## config.mk

```make
export PLATFORM = sky130hd
export DESIGN_NAME = idle_gap_message_framer
export DESIGN_NICKNAME = d
export VERILOG_FILES = /design/src/sv/igmf_pkg.sv /design/src/sv/igmf_core.sv /design/src/sv/igmf_rsp_reg.sv /design/src/sv/idle_gap_message_framer.sv
export SDC_FILE = /design/constraint.sdc
export NUM_CORES = 1
export LEC_CHECK = 0
export ABC_AREA = 1
export BUFFER_PORTS_ARGS = -buffer_cell sky130_fd_sc_hd__buf_2
export CAP_MARGIN = 20
export CORE_MARGIN = 2
export CORE_UTILIZATION = 50
export CTS_CLUSTER_SIZE = 40
export DETAILED_ROUTE_END_ITERATION = 6
export PLACE_DENSITY = 0.76
export SLEW_MARGIN = 30
export SYNTH_ARGS = -nofsm -noshare
export SYNTH_HDL_FRONTEND = slang
export SYNTH_SLANG_ARGS = --single-unit
```

## constraint.sdc

```tcl
create_clock -name clock -period 3.45 [get_ports clock]
set_input_delay 0.5175 -clock clock [delete_from_list [all_inputs] [get_ports clock]]
set_output_delay 0.5175 -clock clock [all_outputs]
set_load 0.1 [all_outputs]
```

## src/sv/igmf_pkg.sv

```systemverilog
`timescale 1ns / 1ps

package igmf_pkg;

   // Ring and slot geometry.
   localparam int SLOT_COUNT    = 16;
   localparam int MESSAGE_BYTES = 64;
   localparam int SLOT_W        = $clog2(SLOT_COUNT);
   localparam int POS_W         = $clog2(MESSAGE_BYTES);
   // The byte index must be able to hold MESSAGE_BYTES itself.
   localparam int IDX_W         = POS_W + 1;

   // Gap threshold register.
   localparam int               GAP_W     = 16;
   localparam logic [GAP_W-1:0] GAP_RESET = 16'd100;

   // Request commands.
   localparam logic CMD_BYTE    = 1'b0;
   localparam logic CMD_RELEASE = 1'b1;

   typedef struct packed {
      logic        command;
      logic [7:0]  rx_byte;
      logic [15:0] idle_ticks;
      logic [15:0] left_count;
      logic [15:0] right_count;
      logic [63:0] time_now;
   } req_type;

   typedef struct packed {
      logic [SLOT_W-1:0]  slot;
      logic [POS_W-1:0]   byte_pos;
      logic [7:0]         byte_out;
      logic               byte_valid;
      logic               new_message;
      logic               header_valid;
      logic signed [15:0] left_delta;
      logic signed [15:0] right_delta;
      logic [63:0]        stamp;
      logic [15:0]        overflow_count;
   } rsp_type;

endpackage

```

## src/sv/igmf_core.sv

```systemverilog
`timescale 1ns / 1ps

module igmf_core
   import igmf_pkg::*;
(
   input  logic             clock,
   input  logic             reset,
   input  logic             csr_wr_en,
   input  logic [GAP_W-1:0] csr_wr_data,
   input  logic             req_fire,
   input  req_type          req_data,
   output rsp_type          result
);

   logic [GAP_W-1:0]  gap_ff;
   logic [SLOT_W-1:0] write_slot_ff, write_slot_in;
   logic [SLOT_W-1:0] oldest_slot_ff, oldest_slot_in;
   logic [IDX_W-1:0]  byte_index_ff, byte_index_in;
   logic [15:0]       lost_count_ff, lost_count_in;
   logic [15:0]       last_left_ff, last_left_in;
   logic [15:0]       last_right_ff, last_right_in;
   logic [IDX_W-1:0]  idx_base;
   logic [IDX_W-1:0]  idx_clamp;

   function automatic logic [SLOT_W-1:0] next_slot(input logic [SLOT_W-1:0] s);
      if (s == SLOT_W'(SLOT_COUNT - 1)) begin
         return '0;
      end
      return s + 1'b1;
   endfunction

   // Next state and result for the request on the input.
   always_comb begin
      write_slot_in  = write_slot_ff;
      oldest_slot_in = oldest_slot_ff;
      byte_index_in  = byte_index_ff;
      lost_count_in  = lost_count_ff;
      last_left_in   = last_left_ff;
      last_right_in  = last_right_ff;
      idx_base       = byte_index_ff;
      idx_clamp      = byte_index_ff;
      result         = '0;
      if (req_data.command == CMD_RELEASE) begin
         // An empty ring ignores the release.
         if (oldest_slot_ff != write_slot_ff) begin
            oldest_slot_in = next_slot(oldest_slot_ff);
         end
         result.slot = oldest_slot_in;
      end else begin
         if (req_data.idle_ticks >= gap_ff) begin
            if (next_slot(write_slot_ff) != oldest_slot_ff) begin
               idx_base           = '0;
               write_slot_in      = next_slot(write_slot_ff);
               result.new_message = 1'b1;
               result.stamp       = req_data.time_now;
            end else begin
               lost_count_in = lost_count_ff + 16'd1;
            end
            result.header_valid = 1'b1;
            result.left_delta   = req_data.left_count - last_left_ff;
            result.right_delta  = req_data.right_count - last_right_ff;
            last_left_in        = req_data.left_count;
            last_right_in       = req_data.right_count;
         end
         // Long messages keep overwriting the last byte of the slot.
         if (idx_base >= IDX_W'(MESSAGE_BYTES)) begin
            idx_clamp = IDX_W'(MESSAGE_BYTES - 1);
         end else begin
            idx_clamp = idx_base;
         end
         byte_index_in     = idx_clamp + 1'b1;
         result.byte_pos   = idx_clamp[POS_W-1:0];
         result.byte_out   = req_data.rx_byte;
         result.byte_valid = 1'b1;
         result.slot       = write_slot_in;
      end
      result.overflow_count = lost_count_in;
   end

   // Framer state, updated once for each accepted request; the gap threshold on a register write.
   always_ff @(posedge clock) begin
      if (reset) begin
         gap_ff         <= GAP_RESET;
         write_slot_ff  <= '0;
         oldest_slot_ff <= '0;
         byte_index_ff  <= '0;
         lost_count_ff  <= '0;
         last_left_ff   <= '0;
         last_right_ff  <= '0;
      end else begin
         if (csr_wr_en) begin
            gap_ff <= csr_wr_data;
         end
         if (req_fire) begin
            write_slot_ff  <= write_slot_in;
            oldest_slot_ff <= oldest_slot_in;
            byte_index_ff  <= byte_index_in;
            lost_count_ff  <= lost_count_in;
            last_left_ff   <= last_left_in;
            last_right_ff  <= last_right_in;
         end
      end
   end

`ifndef SYNTHESIS
   // A newly opened slot always starts at position zero and carries a header.
   assert property (@(posedge clock) disable iff (reset)
      (req_fire && result.new_message) |-> (result.byte_pos == '0 && result.header_valid))
      else $error("new message not at position zero or without header");

   // A release of a non-empty ring moves the oldest slot on.
   assert property (@(posedge clock) disable iff (reset)
      (req_fire && req_data.command == CMD_RELEASE && oldest_slot_ff != write_slot_ff)
      |=> (oldest_slot_ff != $past(oldest_slot_ff)))
      else $error("release did not free the oldest slot");

   // The byte index never runs past the end of a slot.
   assert property (@(posedge clock) disable iff (reset)
      byte_index_ff <= IDX_W'(MESSAGE_BYTES))
      else $error("byte index beyond slot length");

   // Opening a slot never makes the write slot catch up with the oldest one.
   assert property (@(posedge clock) disable iff (reset)
      (req_fire && result.new_message) |=> (write_slot_ff != oldest_slot_ff))
      else $error("ring overrun on new message");
`endif

endmodule

```

## src/sv/igmf_rsp_reg.sv

```systemverilog
`timescale 1ns / 1ps

module igmf_rsp_reg
   import igmf_pkg::*;
(
   input  logic    clock,
   input  logic    reset,
   input  logic    req_valid,
   output logic    req_ready,
   output logic    req_fire,
   input  rsp_type result,
   output logic    rsp_valid,
   input  logic    rsp_ready,
   output rsp_type rsp_data
);

   logic    valid_ff;
   rsp_type data_ff;

   // A new request is taken whenever the held result is gone or leaves now.
   assign req_ready = !valid_ff || rsp_ready;
   assign req_fire  = req_valid && req_ready;
   assign rsp_valid = valid_ff;
   assign rsp_data  = data_ff;

   // Result register.
   always_ff @(posedge clock) begin
      if (reset) begin
         valid_ff <= 1'b0;
      end else if (req_ready) begin
         valid_ff <= req_valid;
      end
   end

   always_ff @(posedge clock) begin
      if (req_fire) begin
         data_ff <= result;
      end
   end

endmodule

```

## src/sv/idle_gap_message_framer.sv

```systemverilog
`timescale 1ns / 1ps
// Results are registered: a result is valid in the cycle after its request is accepted.
// Throughput: one request per cycle while results are taken; the single result register lets a new
// request in while the held result is taken in the same cycle.
// Reset is synchronous and active high: the ring is emptied, all counters and
// encoder baselines go to zero and the gap threshold returns to 100.

module idle_gap_message_framer
   import igmf_pkg::*;
(
   input  logic             clock,
   input  logic             reset,
   input  logic             req_valid,
   output logic             req_ready,
   input  req_type          req_data,
   output logic             rsp_valid,
   input  logic             rsp_ready,
   output rsp_type          rsp_data,
   input  logic             csr_wr_en,
   input  logic [GAP_W-1:0] csr_wr_data
);

   logic    req_fire;
   rsp_type result;

   // Framing logic and state.
   igmf_core u_core (
      .clock       (clock),
      .reset       (reset),
      .csr_wr_en   (csr_wr_en),
      .csr_wr_data (csr_wr_data),
      .req_fire    (req_fire),
      .req_data    (req_data),
      .result      (result)
   );

   // Output register and handshake.
   igmf_rsp_reg u_rsp_reg (
      .clock     (clock),
      .reset     (reset),
      .req_valid (req_valid),
      .req_ready (req_ready),
      .req_fire  (req_fire),
      .result    (result),
      .rsp_valid (rsp_valid),
      .rsp_ready (rsp_ready),
      .rsp_data  (rsp_data)
   );

endmodule

```

==> impl_metrics.toml <==
[cts]
cts_root_buf = "clkbuf_16"
clk_pin_slew_worst_paths_ps = 60
clockBufferDepth = 3
cts-buffers-inserted = 24
postCtsHoldBufs = 0
post_cts_buffers = 0
htreeDepth = 1
cts_resized = 0
cts_tree = "done"
clock_sinks = 213
clk_latency_ps = 510

[sta]
final.min_clock_period_ps = 2610
setup_ws_ps = 843
tightest_slew_ps = 788
worst_hold_slack_ps = 236
fmax_mhz = 384
timing.final.crit_share = 0.756
finClkSkew_ps = 18.0
drv_slew = 0
hold_violations = 0
tns_ps = 0
finalSetupViolations = 0
slew_headroom = 0.474
rsz0062_at_grt = "false"

[worst_setup_path]
cpPeakStageDelay_ps = 580
path_common_cell = "a21oi_1"
critical_path_class = "reg2reg"
endpoint_kind = "flip-flop"
required_ps = 3880
critPathArrivalTime_ps = 3040
crit_path_top_delay_cell = "inv_2"
crit_fanout = 54
crit_path_cell_trace = "inv_1, ha_1, a21oi_1, o21ai_0, a21oi_1, nand2_4, inv_1, nor2_1, buf_4, inv_2, o21ai_0, a21oi_1"
cp-start-kind = "flip-flop"

[synthesis]
synthMostInstantiatedCell = "inv_1"
synth_area_um2 = 10400
synth_seq_area_share = 0.537
synth_top_area_share = 0.384
yosysWarnings = 0
synth-edff-count = 133
synth_top_cells_by_count = "inv_1 (216), nand2_1 (139), edfxtp_1 (133)"
synth_cells = 1149
synth_cell_types = 46
async_flop_share = 0
synth_top_cells_by_area = "edfxtp_1 (38%), dfxtp_1 (15%), inv_1 (7.8%)"
synth_seq_cells = 213
synth_ff_type = "edfxtp_1"
syn-mean-instance-area_um2 = 9.06
synth_top_area_cell = "edfxtp_1"
syn_nets = 1342

[routing]
topRoutingLayerUsed = "met4"
drc_errors = 0
wl_met2_um = 11900
drt-total-wl_um = 23800
routed-via-count = 8446
wl_per_cell_um = 13.9
ant_nets = 0
wl_met3_um = 1300
drtIter0Drc = 359
drt-met1-wl_um = 10100
vias_per_cell = 4.92
drtPass1Iterations = 5

[global_routing]
grt_max_degree = 68
antenna_found_initial = 0
gr-total-overflow = 0
grtUsageTotal = 0.210
grt_pass1_wl_um = 37800
grt_pass1_vias = 7980

[layout]
nets = 1621
drive_above_1_share = 0.247
diodes = 0
postLayoutCellArea_um2 = 12800
fillCellCount = 1762
syn_to_final_growth_pct = 23.2

[job]
max_cap_violations = 0

[status]
outcome = "complete, no violations"

[floorplanning]
start_util = 0.511
io_pins = 277
rows = 52
coreArea_um2 = 20400
dieArea_um2 = 22000
die_h_um = 148
dieWidth_um = 148

[power_and_ir_drop]
p_leak_uw = 0.00620
p_per_area_nw_per_um2 = 587
max-vdd-ir-drop_v = 0.000399

[placement]
gp_congestion = 0.866
place.port_buffers = 276
dpl_cell_area_um2 = 12000
dpl_worst_slack_ps = 560
dp_hpwl_um = 17300

[hold_path]
hold_path_class = "in2reg"
state kept, by name (all words and copies together), names as in the netlist:
| signal | cells |
|---|---|
| u_rsp_reg.rsp_data | 133 |
| u_core.gap_ff | 16 |
| u_core.last_left_ff | 16 |
| u_core.last_right_ff | 16 |
| u_core.lost_count_ff | 16 |
| u_core.byte_index_ff | 7 |
| u_core.oldest_slot_ff | 4 |
| u_core.write_slot_ff | 4 |
| u_rsp_reg.rsp_valid | 1 |
report_power, final:
part | switching [uW] | internal [uW] | total, uW
logic | 1570 | 411 | 1980
clock network | 991 | 1550 | 2540
registers | 77.1 | 2940 | 3020
critical path, delay by kind of cell (launching register included):
kind / cells / cell delay, ps
flip-flops: 1 / 300
adder cells (fa/ha/maj): 1 / 300
AO/OA/AOI/OAI: 5 / 810
AND/OR/NAND/NOR: 2 / 190
buffers and inverters: 4 / 930
cell type report:
class	instances	area (um2)	share of cell area
repair buffers	286	1480	0.116
well taps	270	338	0.0263
inverters	224	848	0.0661
clock buffers	31	648	0.0505
multi-input cells	679	3770	0.294
flip-flops and latches	213	5600	0.436
clock inverters	13	144	0.0112
kinds of logic (layout without fill, tap and decap cells):
kind of cell / count (synthesis) / in the layout / synth area share
and+or+nand+nor: 335 / 335 / 0.143
AOI/OAI and AO/OA: 272 / 272 / 0.138
DFF: 213 / 213 / 0.537
adders and majority gates: 51 / 51 / 0.0627
buffers and inverters: 257 / 554 / 0.100
xor gates and xnor gates: 21 / 21 / 0.0184
worst paths after layout:
path / from / end / slack [ps] / cells after the start
max: u_core.gap_ff[13] / u_core.last_left_ff[9] / 840 / 12
min: csr_wr_data[6] / u_core.gap_ff[6] / 240 / 3
max reg2reg: u_core.gap_ff[13] / u_core.last_left_ff[9] / 840 / 12
min reg2reg: u_core.last_left_ff[6] / u_core.last_left_ff[6] / 460 / 2
through the flow:
stage                      util  cells  power (uW)
after floorplan               -   1149        4680
final                     0.630   1716        7530
after detailed placement  0.591   1672        5050
after CTS                 0.630   1716        7600
after global placement    0.591   1672        5020
after global routing      0.630   1716        7870
layout by cell type, fill, tap and decap left out, types with 8 or more instances in the layout:
cell,Yosys,routed
edfxtp_1,133,133
a21oi_1,128,128
inv_1,216,215
clkbuf_16,0,25
buf_4,0,8
xor2_1,15,15
nand4_1,10,10
nand2_1,139,139
o21ai_0,103,103
nor2_1,123,123
dfxtp_1,80,80
ha_1,49,49
nand3_1,32,32
buf_2,7,276
o21ai_1,10,10
metal layers:
layer | vias up | global-route usage
met4 | 0 | 0.0524
met2 | 237 | 0.378
met5 | - | 0
met3 | 26 | 0.0258
li1 | 4319 | -
met1 | 3864 | 0.269
(Power assumes the default switching activity.)
